`src/rtl/sbvc_pkg.sv`:
```
// Shared types, constants and character functions of the Base64/Vigenere codec.
`default_nettype none
package sbvc_pkg;

   localparam int DATA_W          = 8;
   localparam int SHIFT_W         = 8;
   localparam int KEY_LETTER_W    = 5;
   localparam int KEY_SLOTS       = 12;
   localparam int KEY_BITS        = KEY_SLOTS * KEY_LETTER_W;
   localparam int KEY_LEN_W       = 4;
   localparam int MAX_KEY_LEN_DEF = 12;
   localparam int SIX_W           = 6;
   localparam int SYM_SLOTS       = 4;
   localparam int SYM_CNT_W       = 3;
   localparam int QUEUE_DEPTH     = 2;
   localparam int QUEUE_PTR_W     = $clog2(QUEUE_DEPTH);
   localparam int QUEUE_CNT_W     = $clog2(QUEUE_DEPTH + 1);
   localparam int CSR_INDEX_W     = 2;
   localparam int CSR_DATA_W      = KEY_BITS;

   localparam logic [CSR_INDEX_W-1:0] CSR_DIRECTION   = 2'd0;
   localparam logic [CSR_INDEX_W-1:0] CSR_SHIFT       = 2'd1;
   localparam logic [CSR_INDEX_W-1:0] CSR_KEY_LETTERS = 2'd2;
   localparam logic [CSR_INDEX_W-1:0] CSR_KEY_LENGTH  = 2'd3;

   localparam logic DIR_ENCRYPT = 1'b0;
   localparam logic DIR_DECRYPT = 1'b1;

   localparam logic [DATA_W-1:0] CHAR_UPPER_A = 8'h41;
   localparam logic [DATA_W-1:0] CHAR_UPPER_Z = 8'h5A;
   localparam logic [DATA_W-1:0] CHAR_LOWER_A = 8'h61;
   localparam logic [DATA_W-1:0] CHAR_LOWER_Z = 8'h7A;
   localparam logic [DATA_W-1:0] CHAR_ZERO    = 8'h30;
   localparam logic [DATA_W-1:0] CHAR_NINE    = 8'h39;
   localparam logic [DATA_W-1:0] CHAR_PLUS    = 8'h2B;
   localparam logic [DATA_W-1:0] CHAR_SLASH   = 8'h2F;
   localparam logic [DATA_W-1:0] CHAR_PAD     = 8'h3D;
   localparam int ALPHA_COUNT = 26;

   typedef struct packed {
      logic                    direction;
      logic [SHIFT_W-1:0]      shift_amount;
      logic [KEY_BITS-1:0]     key_letters;
      logic [KEY_LEN_W-1:0]    key_length;
   } cfg_type;

   typedef struct packed {
      logic             pad;
      logic [SIX_W-1:0] value;
   } sym_type;

   typedef struct packed {
      logic [DATA_W-1:0]           data;
      logic                        last;
      logic [SYM_CNT_W-1:0]        count;
      sym_type [SYM_SLOTS-1:0]     syms;
   } entry_type;

   typedef struct packed {
      logic full;
      logic empty;
   } queue_status_type;

   typedef struct packed {
      logic [DATA_W-1:0] data_res;
      logic              valid_res;
      logic              run_last;
      logic              message_end;
   } result_type;

   function automatic logic is_letter(input logic [DATA_W-1:0] c);
      return (c >= CHAR_UPPER_A && c <= CHAR_UPPER_Z) ||
             (c >= CHAR_LOWER_A && c <= CHAR_LOWER_Z);
   endfunction

   function automatic logic [DATA_W-1:0] b64_char(input logic [SIX_W-1:0] six);
      logic [DATA_W-1:0] c;
      if (six < 6'd26) begin
         c = CHAR_UPPER_A + DATA_W'(six);
      end else if (six < 6'd52) begin
         c = CHAR_LOWER_A + DATA_W'(six - 6'd26);
      end else if (six < 6'd62) begin
         c = CHAR_ZERO + DATA_W'(six - 6'd52);
      end else if (six == 6'd62) begin
         c = CHAR_PLUS;
      end else begin
         c = CHAR_SLASH;
      end
      return c;
   endfunction

   // bit 6 set: not in the alphabet
   function automatic logic [SIX_W:0] b64_value(input logic [DATA_W-1:0] c);
      logic [SIX_W:0] v;
      if (c >= CHAR_UPPER_A && c <= CHAR_UPPER_Z) begin
         v = 7'(c - CHAR_UPPER_A);
      end else if (c >= CHAR_LOWER_A && c <= CHAR_LOWER_Z) begin
         v = 7'(c - CHAR_LOWER_A) + 7'd26;
      end else if (c >= CHAR_ZERO && c <= CHAR_NINE) begin
         v = 7'(c - CHAR_ZERO) + 7'd52;
      end else if (c == CHAR_PLUS) begin
         v = 7'd62;
      end else if (c == CHAR_SLASH) begin
         v = 7'd63;
      end else begin
         v = 7'd64;
      end
      return v;
   endfunction

   // c must be a letter, k in 0..25
   function automatic logic [DATA_W-1:0] vig_apply(input logic [DATA_W-1:0] c,
                                                   input logic [KEY_LETTER_W-1:0] k,
                                                   input logic enc);
      logic [DATA_W-1:0] base;
      logic [SIX_W-1:0]  v;
      logic [SIX_W-1:0]  sum;
      base = (c >= CHAR_LOWER_A) ? CHAR_LOWER_A : CHAR_UPPER_A;
      v    = SIX_W'(c - base);
      sum  = enc ? v + SIX_W'(k) : v + SIX_W'(ALPHA_COUNT) - SIX_W'(k);
      if (sum >= SIX_W'(ALPHA_COUNT)) begin
         sum = sum - SIX_W'(ALPHA_COUNT);
      end
      return base + DATA_W'(sum);
   endfunction

endpackage
`default_nettype wire

```
`src/rtl/sbvc_if.sv`:
```
// Valid/ready channel interfaces for request and response items.
`default_nettype none
interface sbvc_req_if;
   logic                        valid;
   logic                        ready;
   logic [sbvc_pkg::DATA_W-1:0] data;
   logic                        last;
   modport source (output valid, output data, output last, input ready);
   modport sink   (input valid, input data, input last, output ready);
endinterface

interface sbvc_rsp_if;
   logic                        valid;
   logic                        ready;
   logic [sbvc_pkg::DATA_W-1:0] data_res;
   logic                        valid_res;
   logic                        run_last;
   logic                        message_end;
   modport source (output valid, output data_res, output valid_res, output run_last,
                   output message_end, input ready);
   modport sink   (input valid, input data_res, input valid_res, input run_last,
                   input message_end, output ready);
endinterface
`default_nettype wire

```
`src/rtl/shift_base64_vigenere_codec_core.sv`:
```
// Top level of the Base64/Vigenere codec: configuration registers and datapath wiring.
`default_nettype none
// Streaming codec. Encrypt (direction 0) takes plain bytes, adds shift_amount, emits
// Base64 text with '=' padding after the item flagged last, and Vigenere-shifts the
// letters with the key; decrypt (direction 1) reverses this and stops decoding at the
// first character outside the alphabet until the last item. Every result carries
// run_last on the final result of its item and message_end on the final result of the
// message; a decrypt item that ends a message without a byte gives a bare marker with
// valid_res low. The front end takes one item per cycle, while the queue is not full, into
// a two-entry queue; the back end emits at most one result per cycle and stalls while the
// receiver is not ready. An encrypt byte gives one to four results (four results per three
// bytes on average, two to four for the last item with padding), a decrypt character at most one.
// Writing direction clears the per-message state; write configuration only when idle.
module shift_base64_vigenere_codec_core #(
   parameter int MAX_KEY_LEN = sbvc_pkg::MAX_KEY_LEN_DEF
) (
   input  wire logic                                clock,
   input  wire logic                                reset,
   sbvc_req_if.sink                                 req_bus,
   sbvc_rsp_if.source                               rsp_bus,
   input  wire logic                                csr_we,
   input  wire logic [sbvc_pkg::CSR_INDEX_W-1:0]    csr_index,
   input  wire logic [sbvc_pkg::CSR_DATA_W-1:0]     csr_wdata
);

   sbvc_pkg::cfg_type          cfg_ff;
   logic                       msg_clear;
   logic                       push, pop;
   sbvc_pkg::entry_type        push_entry, head;
   sbvc_pkg::queue_status_type q_status;

   assign msg_clear = csr_we && csr_index == sbvc_pkg::CSR_DIRECTION;

   always_ff @(posedge clock) begin
      if (reset) begin
         cfg_ff.direction    <= sbvc_pkg::DIR_ENCRYPT;
         cfg_ff.shift_amount <= '0;
         cfg_ff.key_letters  <= '0;
         cfg_ff.key_length   <= sbvc_pkg::KEY_LEN_W'(1);
      end else if (csr_we) begin
         unique case (csr_index)
            sbvc_pkg::CSR_DIRECTION:   cfg_ff.direction    <= csr_wdata[0];
            sbvc_pkg::CSR_SHIFT:       cfg_ff.shift_amount <= csr_wdata[sbvc_pkg::SHIFT_W-1:0];
            sbvc_pkg::CSR_KEY_LETTERS: cfg_ff.key_letters  <= csr_wdata[sbvc_pkg::KEY_BITS-1:0];
            default:                   cfg_ff.key_length   <= csr_wdata[sbvc_pkg::KEY_LEN_W-1:0];
         endcase
      end
   end

   sbvc_front u_front (
      .clock      (clock),
      .reset      (reset),
      .req_bus    (req_bus),
      .cfg        (cfg_ff),
      .msg_clear  (msg_clear),
      .q_full     (q_status.full),
      .push       (push),
      .push_entry (push_entry)
   );

   sbvc_queue u_queue (
      .clock      (clock),
      .reset      (reset),
      .push       (push),
      .push_entry (push_entry),
      .pop        (pop),
      .pop_entry  (head),
      .status     (q_status)
   );

   sbvc_back #(
      .MAX_KEY_LEN (MAX_KEY_LEN)
   ) u_back (
      .clock     (clock),
      .reset     (reset),
      .cfg       (cfg_ff),
      .msg_clear (msg_clear),
      .q_valid   (!q_status.empty),
      .head      (head),
      .pop       (pop),
      .rsp_bus   (rsp_bus)
   );

   a_end_marks_run: assert property (@(posedge clock) disable iff (reset)
      rsp_bus.valid && rsp_bus.message_end |-> rsp_bus.run_last)
      else $error("message_end without run_last");

   a_bare_marker: assert property (@(posedge clock) disable iff (reset)
      rsp_bus.valid && !rsp_bus.valid_res |->
         rsp_bus.data_res == '0 && rsp_bus.run_last && rsp_bus.message_end)
      else $error("malformed bare end marker");

   a_encrypt_no_marker: assert property (@(posedge clock) disable iff (reset)
      rsp_bus.valid && cfg_ff.direction == sbvc_pkg::DIR_ENCRYPT |-> rsp_bus.valid_res)
      else $error("bare marker while encrypting");

   a_no_pop_empty: assert property (@(posedge clock) disable iff (reset)
      pop |-> !q_status.empty)
      else $error("queue popped while empty");

endmodule
`default_nettype wire

```
`src/rtl/sbvc_front.sv`:
```
// Front end: accepts items, does byte shift and Base64 bit packing with padding.
`default_nettype none
module sbvc_front (
   input  wire logic                clock,
   input  wire logic                reset,
   sbvc_req_if.sink                 req_bus,
   input  wire sbvc_pkg::cfg_type   cfg,
   input  wire logic                msg_clear,
   input  wire logic                q_full,
   output logic                     push,
   output sbvc_pkg::entry_type      push_entry
);

   localparam logic [1:0] PEND_0 = 2'd0;
   localparam logic [1:0] PEND_2 = 2'd1;
   localparam logic [1:0] PEND_4 = 2'd2;

   logic [1:0] pend_ff, pend_in;
   logic [3:0] held_ff, held_in;
   logic [1:0] count_ff, count_in;

   logic [sbvc_pkg::DATA_W-1:0]    s;
   logic [sbvc_pkg::SYM_CNT_W-1:0] n;
   logic [sbvc_pkg::SYM_CNT_W-1:0] n_all;
   logic [1:0]                     cnt;
   logic [1:0]                     pads;
   sbvc_pkg::sym_type [sbvc_pkg::SYM_SLOTS-1:0] syms;

   assign req_bus.ready = !q_full;
   assign push          = req_bus.valid && !q_full;

   always_comb begin
      s       = req_bus.data + cfg.shift_amount;
      syms    = '0;
      n       = 3'd1;
      pend_in = PEND_0;
      unique case (pend_ff)
         PEND_0: begin
            syms[0].value = s[7:2];
            pend_in       = PEND_2;
         end
         PEND_2: begin
            syms[0].value = {held_ff[1:0], s[7:4]};
            pend_in       = PEND_4;
         end
         default: begin
            syms[0].value = {held_ff[3:0], s[7:6]};
            syms[1].value = s[5:0];
            n             = 3'd2;
            pend_in       = PEND_0;
         end
      endcase
      if (req_bus.last && pend_in == PEND_2) begin
         syms[n[1:0]].value = {s[1:0], 4'b0000};
         n                  = n + 3'd1;
      end else if (req_bus.last && pend_in == PEND_4) begin
         syms[n[1:0]].value = {s[3:0], 2'b00};
         n                  = n + 3'd1;
      end
      cnt  = count_ff + n[1:0];
      pads = req_bus.last ? 2'(2'd0 - cnt) : 2'd0;
      for (int i = 0; i < sbvc_pkg::SYM_SLOTS; i++) begin
         if (3'(i) >= n && 3'(i) < n + {1'b0, pads}) begin
            syms[i].pad = 1'b1;
         end
      end
      n_all    = n + {1'b0, pads};
      held_in  = s[3:0];
      count_in = cnt;
      if (req_bus.last) begin
         pend_in  = PEND_0;
         count_in = 2'd0;
      end
      push_entry.data  = req_bus.data;
      push_entry.last  = req_bus.last;
      push_entry.count = n_all;
      push_entry.syms  = syms;
   end

   always_ff @(posedge clock) begin
      if (reset || msg_clear) begin
         pend_ff  <= PEND_0;
         held_ff  <= '0;
         count_ff <= '0;
      end else if (push && cfg.direction == sbvc_pkg::DIR_ENCRYPT) begin
         pend_ff  <= pend_in;
         held_ff  <= held_in;
         count_ff <= count_in;
      end
   end

endmodule
`default_nettype wire

```
`src/rtl/sbvc_queue.sv`:
```
// Short queue of classified items between front and back ends.
`default_nettype none
module sbvc_queue (
   input  wire logic                 clock,
   input  wire logic                 reset,
   input  wire logic                 push,
   input  wire sbvc_pkg::entry_type  push_entry,
   input  wire logic                 pop,
   output sbvc_pkg::entry_type       pop_entry,
   output sbvc_pkg::queue_status_type status
);

   localparam int PW = sbvc_pkg::QUEUE_PTR_W;
   localparam int CW = sbvc_pkg::QUEUE_CNT_W;

   sbvc_pkg::entry_type entries_ff [sbvc_pkg::QUEUE_DEPTH];
   logic [PW-1:0] wr_ptr_ff, rd_ptr_ff;
   logic [CW-1:0] cnt_ff, cnt_in;

   assign status.full  = cnt_ff == CW'(sbvc_pkg::QUEUE_DEPTH);
   assign status.empty = cnt_ff == '0;
   assign pop_entry    = entries_ff[rd_ptr_ff];

   always_comb begin
      cnt_in = cnt_ff;
      if (push && !pop) begin
         cnt_in = cnt_ff + CW'(1);
      end else if (pop && !push) begin
         cnt_in = cnt_ff - CW'(1);
      end
   end

   always_ff @(posedge clock) begin
      if (push) begin
         entries_ff[wr_ptr_ff] <= push_entry;
      end
   end

   always_ff @(posedge clock) begin
      if (reset) begin
         wr_ptr_ff <= '0;
         rd_ptr_ff <= '0;
         cnt_ff    <= '0;
      end else begin
         if (push) begin
            wr_ptr_ff <= wr_ptr_ff + PW'(1);
         end
         if (pop) begin
            rd_ptr_ff <= rd_ptr_ff + PW'(1);
         end
         cnt_ff <= cnt_in;
      end
   end

endmodule
`default_nettype wire

```
`src/rtl/sbvc_back.sv`:
```
// Back end: Vigenere stepping, Base64 decoding and the registered result stage.
`default_nettype none
module sbvc_back #(
   parameter int MAX_KEY_LEN = sbvc_pkg::MAX_KEY_LEN_DEF
) (
   input  wire logic                clock,
   input  wire logic                reset,
   input  wire sbvc_pkg::cfg_type   cfg,
   input  wire logic                msg_clear,
   input  wire logic                q_valid,
   input  wire sbvc_pkg::entry_type head,
   output logic                     pop,
   sbvc_rsp_if.source               rsp_bus
);

   localparam int LW = sbvc_pkg::KEY_LEN_W;
   localparam int KW = sbvc_pkg::KEY_LETTER_W;
   localparam int DW = sbvc_pkg::DATA_W;
   localparam logic [LW-1:0] MAX_LEN = LW'(MAX_KEY_LEN);

   // decoder pending bits / 2
   localparam logic [1:0] DPEND_0 = 2'd0;
   localparam logic [1:0] DPEND_2 = 2'd1;
   localparam logic [1:0] DPEND_4 = 2'd2;
   localparam logic [1:0] DPEND_6 = 2'd3;

   logic [KW-1:0] key_arr [sbvc_pkg::KEY_SLOTS];

   logic [LW-1:0] key_pos_ff, key_pos_in;
   logic [1:0]    idx_ff, idx_in;
   logic [5:0]    dbuf_ff, dbuf_in;
   logic [1:0]    dpend_ff, dpend_in;
   logic          stopped_ff, stopped_in;
   logic          out_valid_ff, out_valid_in;
   sbvc_pkg::result_type out_ff, out_in;

   logic [LW-1:0] len_eff, p_eff, p_next;
   logic [KW-1:0] k_raw, k;
   logic          slot_free, step, produce;
   logic [DW-1:0] ch, ch_out;
   logic          letter, final_sym;
   logic [sbvc_pkg::SIX_W:0] v;
   logic [11:0]   cat;
   logic [DW-1:0] dec_byte;
   sbvc_pkg::sym_type sym;

   for (genvar g = 0; g < sbvc_pkg::KEY_SLOTS; g++) begin : g_key
      assign key_arr[g] = cfg.key_letters[g*KW +: KW];
   end

   assign slot_free = !out_valid_ff || rsp_bus.ready;
   assign step      = q_valid && slot_free;

   always_comb begin
      len_eff = cfg.key_length;
      if (len_eff == '0) begin
         len_eff = LW'(1);
      end else if (len_eff > MAX_LEN) begin
         len_eff = MAX_LEN;
      end
      p_eff  = (key_pos_ff >= MAX_LEN) ? '0 : key_pos_ff;
      p_next = (p_eff + LW'(1) >= len_eff) ? '0 : p_eff + LW'(1);
      k_raw  = key_arr[p_eff];
      k      = (k_raw >= KW'(sbvc_pkg::ALPHA_COUNT)) ?
               k_raw - KW'(sbvc_pkg::ALPHA_COUNT) : k_raw;
   end

   always_comb begin
      sym        = head.syms[idx_ff];
      final_sym  = ({1'b0, idx_ff} + 3'd1) == head.count;
      key_pos_in = key_pos_ff;
      idx_in     = idx_ff;
      dbuf_in    = dbuf_ff;
      dpend_in   = dpend_ff;
      stopped_in = stopped_ff;
      produce    = 1'b0;
      out_in     = out_ff;
      pop        = 1'b0;
      cat        = {dbuf_ff, 6'b000000};
      dec_byte   = '0;
      v          = '0;
      if (cfg.direction == sbvc_pkg::DIR_ENCRYPT) begin
         ch = sym.pad ? sbvc_pkg::CHAR_PAD : sbvc_pkg::b64_char(sym.value);
      end else begin
         ch = head.data;
      end
      letter = sbvc_pkg::is_letter(ch);
      ch_out = letter ? sbvc_pkg::vig_apply(ch, k,
                                            cfg.direction == sbvc_pkg::DIR_ENCRYPT) : ch;
      if (step && cfg.direction == sbvc_pkg::DIR_ENCRYPT) begin
         produce = 1'b1;
         out_in  = '{data_res: ch_out, valid_res: 1'b1, run_last: final_sym,
                     message_end: final_sym && head.last};
         if (letter) begin
            key_pos_in = p_next;
         end
         if (final_sym) begin
            pop    = 1'b1;
            idx_in = '0;
            if (head.last) begin
               key_pos_in = '0;
            end
         end else begin
            idx_in = idx_ff + 2'd1;
         end
      end else if (step) begin
         pop = 1'b1;
         if (!stopped_ff) begin
            if (letter) begin
               key_pos_in = p_next;
            end
            v   = sbvc_pkg::b64_value(ch_out);
            cat = {dbuf_ff, v[5:0]};
            if (v[6]) begin
               stopped_in = 1'b1;
            end else begin
               dbuf_in = cat[5:0];
               unique case (dpend_ff)
                  DPEND_0: begin
                     dbuf_in  = v[5:0];
                     dpend_in = DPEND_6;
                  end
                  DPEND_2: begin
                     dec_byte = cat[7:0];
                     dpend_in = DPEND_0;
                     produce  = 1'b1;
                  end
                  DPEND_4: begin
                     dec_byte = cat[9:2];
                     dpend_in = DPEND_2;
                     produce  = 1'b1;
                  end
                  default: begin
                     dec_byte = cat[11:4];
                     dpend_in = DPEND_4;
                     produce  = 1'b1;
                  end
               endcase
            end
         end
         if (produce) begin
            out_in = '{data_res: dec_byte - cfg.shift_amount, valid_res: 1'b1,
                       run_last: 1'b1, message_end: head.last};
         end else if (head.last) begin
            produce = 1'b1;
            out_in  = '{data_res: '0, valid_res: 1'b0, run_last: 1'b1, message_end: 1'b1};
         end
         if (head.last) begin
            key_pos_in = '0;
            dbuf_in    = '0;
            dpend_in   = DPEND_0;
            stopped_in = 1'b0;
         end
      end
      out_valid_in = produce ? 1'b1 : (rsp_bus.ready ? 1'b0 : out_valid_ff);
   end

   always_ff @(posedge clock) begin
      if (reset || msg_clear) begin
         key_pos_ff <= '0;
         idx_ff     <= '0;
         dbuf_ff    <= '0;
         dpend_ff   <= DPEND_0;
         stopped_ff <= 1'b0;
      end else begin
         key_pos_ff <= key_pos_in;
         idx_ff     <= idx_in;
         dbuf_ff    <= dbuf_in;
         dpend_ff   <= dpend_in;
         stopped_ff <= stopped_in;
      end
   end

   always_ff @(posedge clock) begin
      if (reset) begin
         out_valid_ff <= 1'b0;
      end else begin
         out_valid_ff <= out_valid_in;
      end
   end

   always_ff @(posedge clock) begin
      if (produce) begin
         out_ff <= out_in;
      end
   end

   assign rsp_bus.valid       = out_valid_ff;
   assign rsp_bus.data_res    = out_ff.data_res;
   assign rsp_bus.valid_res   = out_ff.valid_res;
   assign rsp_bus.run_last    = out_ff.run_last;
   assign rsp_bus.message_end = out_ff.message_end;

endmodule
`default_nettype wire

```
`src/flat_wrapper.sv`:
```
// flat-port wrapper written by rule: the top's interface ports become plain ports
module shift_base64_vigenere_codec_core_flat 
#(
   parameter int MAX_KEY_LEN = sbvc_pkg::MAX_KEY_LEN_DEF
)
  (clock, reset, csr_we, csr_index, csr_wdata, req_bus_valid, req_bus_data, req_bus_last, req_bus_ready, rsp_bus_valid, rsp_bus_data_res, rsp_bus_valid_res, rsp_bus_run_last, rsp_bus_message_end, rsp_bus_ready);
  sbvc_req_if req_bus_i ();
  sbvc_rsp_if rsp_bus_i ();
  input  wire logic clock;
  input  wire logic reset;
  input  wire logic csr_we;
  input  wire logic [sbvc_pkg::CSR_INDEX_W-1:0] csr_index;
  input  wire logic [sbvc_pkg::CSR_DATA_W-1:0] csr_wdata;
  input wire logic [$bits(req_bus_i.valid)-1:0] req_bus_valid;
  input wire logic [$bits(req_bus_i.data)-1:0] req_bus_data;
  input wire logic [$bits(req_bus_i.last)-1:0] req_bus_last;
  output wire logic [$bits(req_bus_i.ready)-1:0] req_bus_ready;
  output wire logic [$bits(rsp_bus_i.valid)-1:0] rsp_bus_valid;
  output wire logic [$bits(rsp_bus_i.data_res)-1:0] rsp_bus_data_res;
  output wire logic [$bits(rsp_bus_i.valid_res)-1:0] rsp_bus_valid_res;
  output wire logic [$bits(rsp_bus_i.run_last)-1:0] rsp_bus_run_last;
  output wire logic [$bits(rsp_bus_i.message_end)-1:0] rsp_bus_message_end;
  input wire logic [$bits(rsp_bus_i.ready)-1:0] rsp_bus_ready;
  assign req_bus_i.valid = req_bus_valid;
  assign req_bus_i.data = req_bus_data;
  assign req_bus_i.last = req_bus_last;
  assign req_bus_ready = req_bus_i.ready;
  assign rsp_bus_valid = rsp_bus_i.valid;
  assign rsp_bus_data_res = rsp_bus_i.data_res;
  assign rsp_bus_valid_res = rsp_bus_i.valid_res;
  assign rsp_bus_run_last = rsp_bus_i.run_last;
  assign rsp_bus_message_end = rsp_bus_i.message_end;
  assign rsp_bus_i.ready = rsp_bus_ready;
  shift_base64_vigenere_codec_core #(.MAX_KEY_LEN(MAX_KEY_LEN)) u_core (.clock(clock), .reset(reset), .req_bus(req_bus_i), .rsp_bus(rsp_bus_i), .csr_we(csr_we), .csr_index(csr_index), .csr_wdata(csr_wdata));
endmodule
```
`config.mk`:
```
export PLATFORM = sky130hd
export DESIGN_NAME = shift_base64_vigenere_codec_core_flat
export DESIGN_NICKNAME = d
export VERILOG_FILES = /design/src/rtl/sbvc_pkg.sv /design/src/rtl/sbvc_if.sv /design/src/rtl/shift_base64_vigenere_codec_core.sv /design/src/rtl/sbvc_front.sv /design/src/rtl/sbvc_queue.sv /design/src/rtl/sbvc_back.sv /design/src/flat_wrapper.sv
export SDC_FILE = /design/constraint.sdc
export NUM_CORES = 1
export LEC_CHECK = 0
export ABC_AREA = 1
export BUFFER_PORTS_ARGS = -buffer_cell sky130_fd_sc_hd__buf_2
export CORE_MARGIN = 1.5
export CORE_UTILIZATION = 60
export DETAILED_ROUTE_END_ITERATION = 7
export PLACE_DENSITY = 0.8
export SYNTH_ARGS = -nofsm -noshare
export SYNTH_HDL_FRONTEND = slang
export SYNTH_SLANG_ARGS = --single-unit
```
`constraint.sdc`:
```
create_clock -name clock -period 24.5 [get_ports clock]
set_input_delay 3.675 -clock clock [delete_from_list [all_inputs] [get_ports clock]]
set_output_delay 3.675 -clock clock [all_outputs]
set_load 0.02 [all_outputs]
```
Yosys cells after proc, flatten, opt, wreduce, memory -nomap -nowiden
Memory sizes are Yosys's and may differ from the RTL's. A register that Yosys moved wholly into a read port is not among the register bits.
Cells that the tools add are included.
{"block": "op_classes", "n_mux": 94, "n_eq_ne": 15, "reduce_logical": 47, "bitwise": 4, "add_sub_neg": 30, "n_lt_le_gt_ge": 30}
{"cell": "$mux 8", "count": 10}
{"cell": "$mux 7", "count": 9}
{"cell": "$bwmux 28", "count": 2}
{"cell": "$mux 28", "count": 2}
{"cell": "$mux 6", "count": 8}
{"cell": "$mux 11", "count": 4}
{"cell": "$mux 4", "count": 11}
{"cell": "$ge 8x7->1 const B", "count": 4}
{"cell": "$le 8x7->1 const B", "count": 4}
{"cell": "$mux 1", "count": 25}
{"cell": "$pmux 8 s3", "count": 1}
{"cell": "$bmux 5 s4", "count": 1}
{"cell": "$logic_and 1x1->1", "count": 20}
{"cell": "$mux 2", "count": 10}
{"cell": "$eq 8x6->1 const B", "count": 2}
{"cell": "$mux 5", "count": 3}
{"cell": "$bmux 7 s2", "count": 1}
{"cell": "$demux 7 s2", "count": 1}
{"cell": "$sub 7x7->7 const B", "count": 2}
{"cell": "$lt 6x6->1 const B", "count": 2}
{"cell": "$pmux 6 s2", "count": 1}
{"cell": "$reduce_and 2->1", "count": 6}
{"cell": "$ge 5x5->1 const B", "count": 2}
{"cell": "$mux 3", "count": 3}
{"cell": "other kinds (59)", "count": 86}
{"block": "totals", "mem_count": 1, "mem_bits_rw": 80, "word_cells": 241, "input_bits": 76, "output_inout_bits": 13, "reg_bits": 112}
{"memory": "u_core.u_queue.entries_ff", "words": 2, "word_bits": 40, "rd": 1, "rd_ports_with_merged_regs": 1, "wr": 1, "line": "sbvc_queue.sv:16", "rtl": "sbvc_pkg::entry_type entries_ff [sbvc_pkg::QUEUE_DEPTH];"}

Depth between registers and ports, before layout
{"block": "depth", "ltp_word": 37, "mapped_depth": 71, "mapped_depth_nobuf": 70}

Hierarchy
From an unflattened synthesis, not the netlist that was laid out.
{"block": "unflattened", "cells_unflattened": 1710, "hier_area_um2": 12714.7}
{"mod": "sbvc_back", "area_each_um2": 5351.4, "cells_each": 883, "n_inst": 1, "seq_area_each_um2": 650.6}
{"mod": "sbvc_queue", "area_each_um2": 3124.2, "cells_each": 157, "n_inst": 1, "seq_area_each_um2": 2502.4}
{"mod": "shift_base64_vigenere_codec_core", "area_each_um2": 3015.4, "cells_each": 468, "n_inst": 1, "seq_area_each_um2": 1461.4}
{"mod": "sbvc_front", "area_each_um2": 1223.7, "cells_each": 202, "n_inst": 1, "seq_area_each_um2": 160.2}

Least setup slack after synthesis
No wires, ideal clock.
{"block": "synth_path", "kind": "register -> register", "startpoint": "register u_core.u_back.idx_ff[0]", "endpoint": "register u_core.u_back.out_ff (netlist bit u_core.u_back.rsp_bus.data_res[7]), data pin", "setup_time_ns": 0.252, "path_buffers": 2, "synth_period_minus_slack_ns": 8.273, "path_stages_with_launch": 67, "arrival_time_ns": 8.020, "slack_ns": 16.227, "required_time_ns": 24.248, "cell_sequence": "dfxtp_1 buf_4 inv_2 buf_2 nand3_1 nand2_1 nand2_1 nand2_2 inv_1 ha_1 inv_1 nand3_4 nand2_4 nand3_2 a31oi_4 ha_1 nand3_1 nor2_2 [31 not listed] nand3_1 and2_1 nand2_1 nand3_1 nand2_1 inv_1 ha_1 nand2_1 o21ai_0 a21oi_1 o21bai_1 nand2_1 nand2_1 a21oi_1 xnor2_1 xor2_1 nand2_1 nand2_1"}
{"element": "from (decl)", "line": "sbvc_back.sv:30", "rtl": "logic [1:0] idx_ff, idx_in;"}
{"element": "from (signal assigned)", "line": "sbvc_back.sv:167", "rtl": "idx_ff <= idx_in;"}
{"element": "to (signal assigned)", "line": "sbvc_back.sv:184", "rtl": "out_ff <= out_in;"}
{"element": "to (decl)", "line": "sbvc_back.sv:35", "rtl": "sbvc_pkg::result_type out_ff, out_in;"}

==> metrics <==
final setup fails 0; WP buf/inv 10; fin worst setup slack 14.53 ns; clock sinks 175; post-synthesis async set-or-reset flop share 0; cell repeated most along the worst path nand2_1; Die Area 19300 sq um; failing checks DRC; Critical Path Max Stage Delay 0.42 ns; vias in the first global route 9677; mapped cell area 11100 sq um; Max-cap violations 0; r2r worst-path depth 67; Synth Area in Adders 0.0845; relative slew slack 0.389; Clock Skew 0.0106 ns; Slew Viols, Final 0; P&R area growth vs syn 10.4%; largest net degree at the start of global routing 77; startpoint types flip-flop; initial drt markers 749; worst hold path class flip-flop to flip-flop; Post-synth EDFFs 73; commonest non-fill, non-tap cell in the layout nand2_1; Layout Nets 1712; clock tree buffer depth 2; diode count 0; WP depth 67; core area 18100 sq um; cts repair resizes 0; global-route wire length before repair 46.6 mm; Synth Area in Simple Gates 0.274; Critical Path AT 10.14 ns; unrepaired setup endpoints after global routing no; postcts setup bufs 0; Cells after Synth 1489; clock root buffer clkbuf_16; Crit Path Max Fanout 33; cts bufs inserted 17; Yosys warning count 0; Worst-Margin Slew 0.917 ns; fin crit period 9.97 ns; Routed WL 28.6 mm; hold buffers post-CTS 0; xor and xnor area share after synthesis 0.0300; family with the most delay on the worst path simple AND/OR/NAND/NOR gates; initial antenna violation count 0; clk_lat worst skew 0.43 ns; clk slew on worst S/H paths 0.07 ns; die height 139 um; Via density 5.65; htree depth 4; final hold vios 0; CP max-delay cell inv_2; grt total ovfl 0; IO Count 89; Total GRT Usage 0.299; CTS tree yes; sequential cell area fraction in the yosys report 0.381; share of cells above drive strength 1 0.145; Crit Path Class flip-flop to flip-flop; synth unique cells 54; HPWL Detailed 21.0 mm; Chip Width 139 um; setup slack after placement 14.76 ns; GPL Wtd Cong 0.912; TritonRoute pass-1 iters 7; post-synthesis average cell area 7.46 sq um; std cell rows 49; share of the synthesized area in the top cell type 0.197; CP Capture Type flip-flop; I/O Buffers 88; post-route DRC violation count 4; drt wl/cell 15.8 um; Max Clk Rate 100 MHz; mux share of post-synthesis cell area 0; required time worst endpoint 24.67 ns; status finished, violations left; flops & latches, synth 175; hold path cells 2; total number of vias 10193; area leader, netlist edfxtp_1; Synth Area in Compound Gates 0.150; Final ANT Viol Nets 0; Initial Utilization 0.614; crit share post-route 0.407; commonest non-fill, non-tap cells in the layout nand2_1, nor2_1, inv_1; TNS Setup 0 ns; largest family of logic cells by synthesized area simple AND/OR/NAND/NOR gates; largest cells by area after synthesis edfxtp_1, dfxtp_1, nand2_1; Most used DFF post-synth dfxtp_1
[sequential cells by signal (all words and copies together), names as in the netlist, named ones only]
register                           cells
u_core.cfg_ff                         73
u_core.u_back.dbuf_ff                  6
u_core.u_back.dpend_ff                 2
u_core.u_back.idx_ff                   2
u_core.u_back.key_pos_ff               4
u_core.u_back.rsp_bus.data_res         8
u_core.u_back.rsp_bus.message_end      1
u_core.u_back.rsp_bus.run_last         1
u_core.u_back.rsp_bus.valid            1
u_core.u_back.rsp_bus.valid_res        1
u_core.u_back.stopped_ff               1
u_core.u_front.count_ff                2
u_core.u_front.held_ff                 4
u_core.u_front.pend_ff                 2
u_core.u_queue.cnt_ff                  2
u_core.u_queue.entries_ff             62
u_core.u_queue.rd_ptr_ff               1
u_core.u_queue.wr_ptr_ff               1
[worst reg2reg max path, delay by kind of cell, from the launching register on]
kind | cells | cell delay (ns)
buffers and inverters | 10 | 1.37
and+or+nand+nor | 37 | 3.67
AOI/OAI and AO/OA | 10 | 1.80
adders and majority gates | 7 | 2.04
xor gates and xnor gates | 3 | 0.51
DFF | 1 | 0.30
[through the flow]
step,instance area (sq um),std cells,hold slack (ns),util
after CTS,12300,1805,0.478,0.678
after floorplan,11100,1496,0.444,-
after global routing,12300,1805,0.501,0.678
final,12300,1805,0.478,0.678
after detailed placement,11700,1774,0.464,0.648
after global placement,11700,1774,0.453,0.648
[path summary, 6_finish.rpt]
| path | start | endpoint | slack [ns] |
|---|---|---|---|
| worst max-delay path | flip-flop | u_core.u_back.rsp_bus.data_res[7]$_DFFE_PP_ | 14.53 |
| worst max register to register | flip-flop | u_core.u_back.rsp_bus.data_res[7]$_DFFE_PP_ | 14.53 |
| worst min-delay path | u_core.u_queue.rd_ptr_ff$_SDFFE_PP0N_ | u_core.u_queue.rd_ptr_ff$_SDFFE_PP0N_ | 0.48 |
| worst min register to register | u_core.u_queue.rd_ptr_ff$_SDFFE_PP0N_ | u_core.u_queue.rd_ptr_ff$_SDFFE_PP0N_ | 0.48 |
[final cells by class]
cell class	count	area [sq um]
clock buffers	20	458
clock inverters	11	81.3
fillers	1537	5820
inverters	179	672
multi-input cells	1095	6030
flip-flops and latches	175	4230
well taps	229	287
repair buffers	96	500
[cells in the mapped netlist (4+ instances only)]
cell	instances
a21oi_1	76
buf_2	4
clkbuf_1	38
clkinv_1	7
dfxtp_1	102
edfxtp_1	73
fa_1	5
ha_1	67
inv_1	154
inv_2	18
nand2_1	259
nand2_2	33
nand2_4	10
nand3_1	79
nand3_2	9
nand4_1	9
nor2_1	248
nor2_2	10
nor3_1	8
o211ai_1	14
o21ai_0	136
o21ai_1	13
o221ai_1	8
o22ai_1	17
or2_2	4
xnor2_1	12
xor2_1	26
[logic make-up (layout without fill, tap and decap cells)]
group / count (synthesis) / after routing
DFF: 175 / 175
xor gates and xnor gates: 38 / 38
adders and majority gates: 72 / 72
buffers and inverters: 226 / 306
other: 1 / 8
AOI/OAI and AO/OA: 294 / 294
and+or+nand+nor: 683 / 683
[metal layers]
metal | global-route usage | up-vias | routed length [um]
met5 | 0 | - | 0
met4 | 0.0974 | 0 | 578
li1 | - | 5036 | -
met1 | 0.399 | 4720 | 12500
met3 | 0.0452 | 47 | 1880
met2 | 0.502 | 390 | 13600
Power is left out: the tool's default activity adds up to more than one toggle a clock period on the data nets, which glitch-free logic cannot reach.
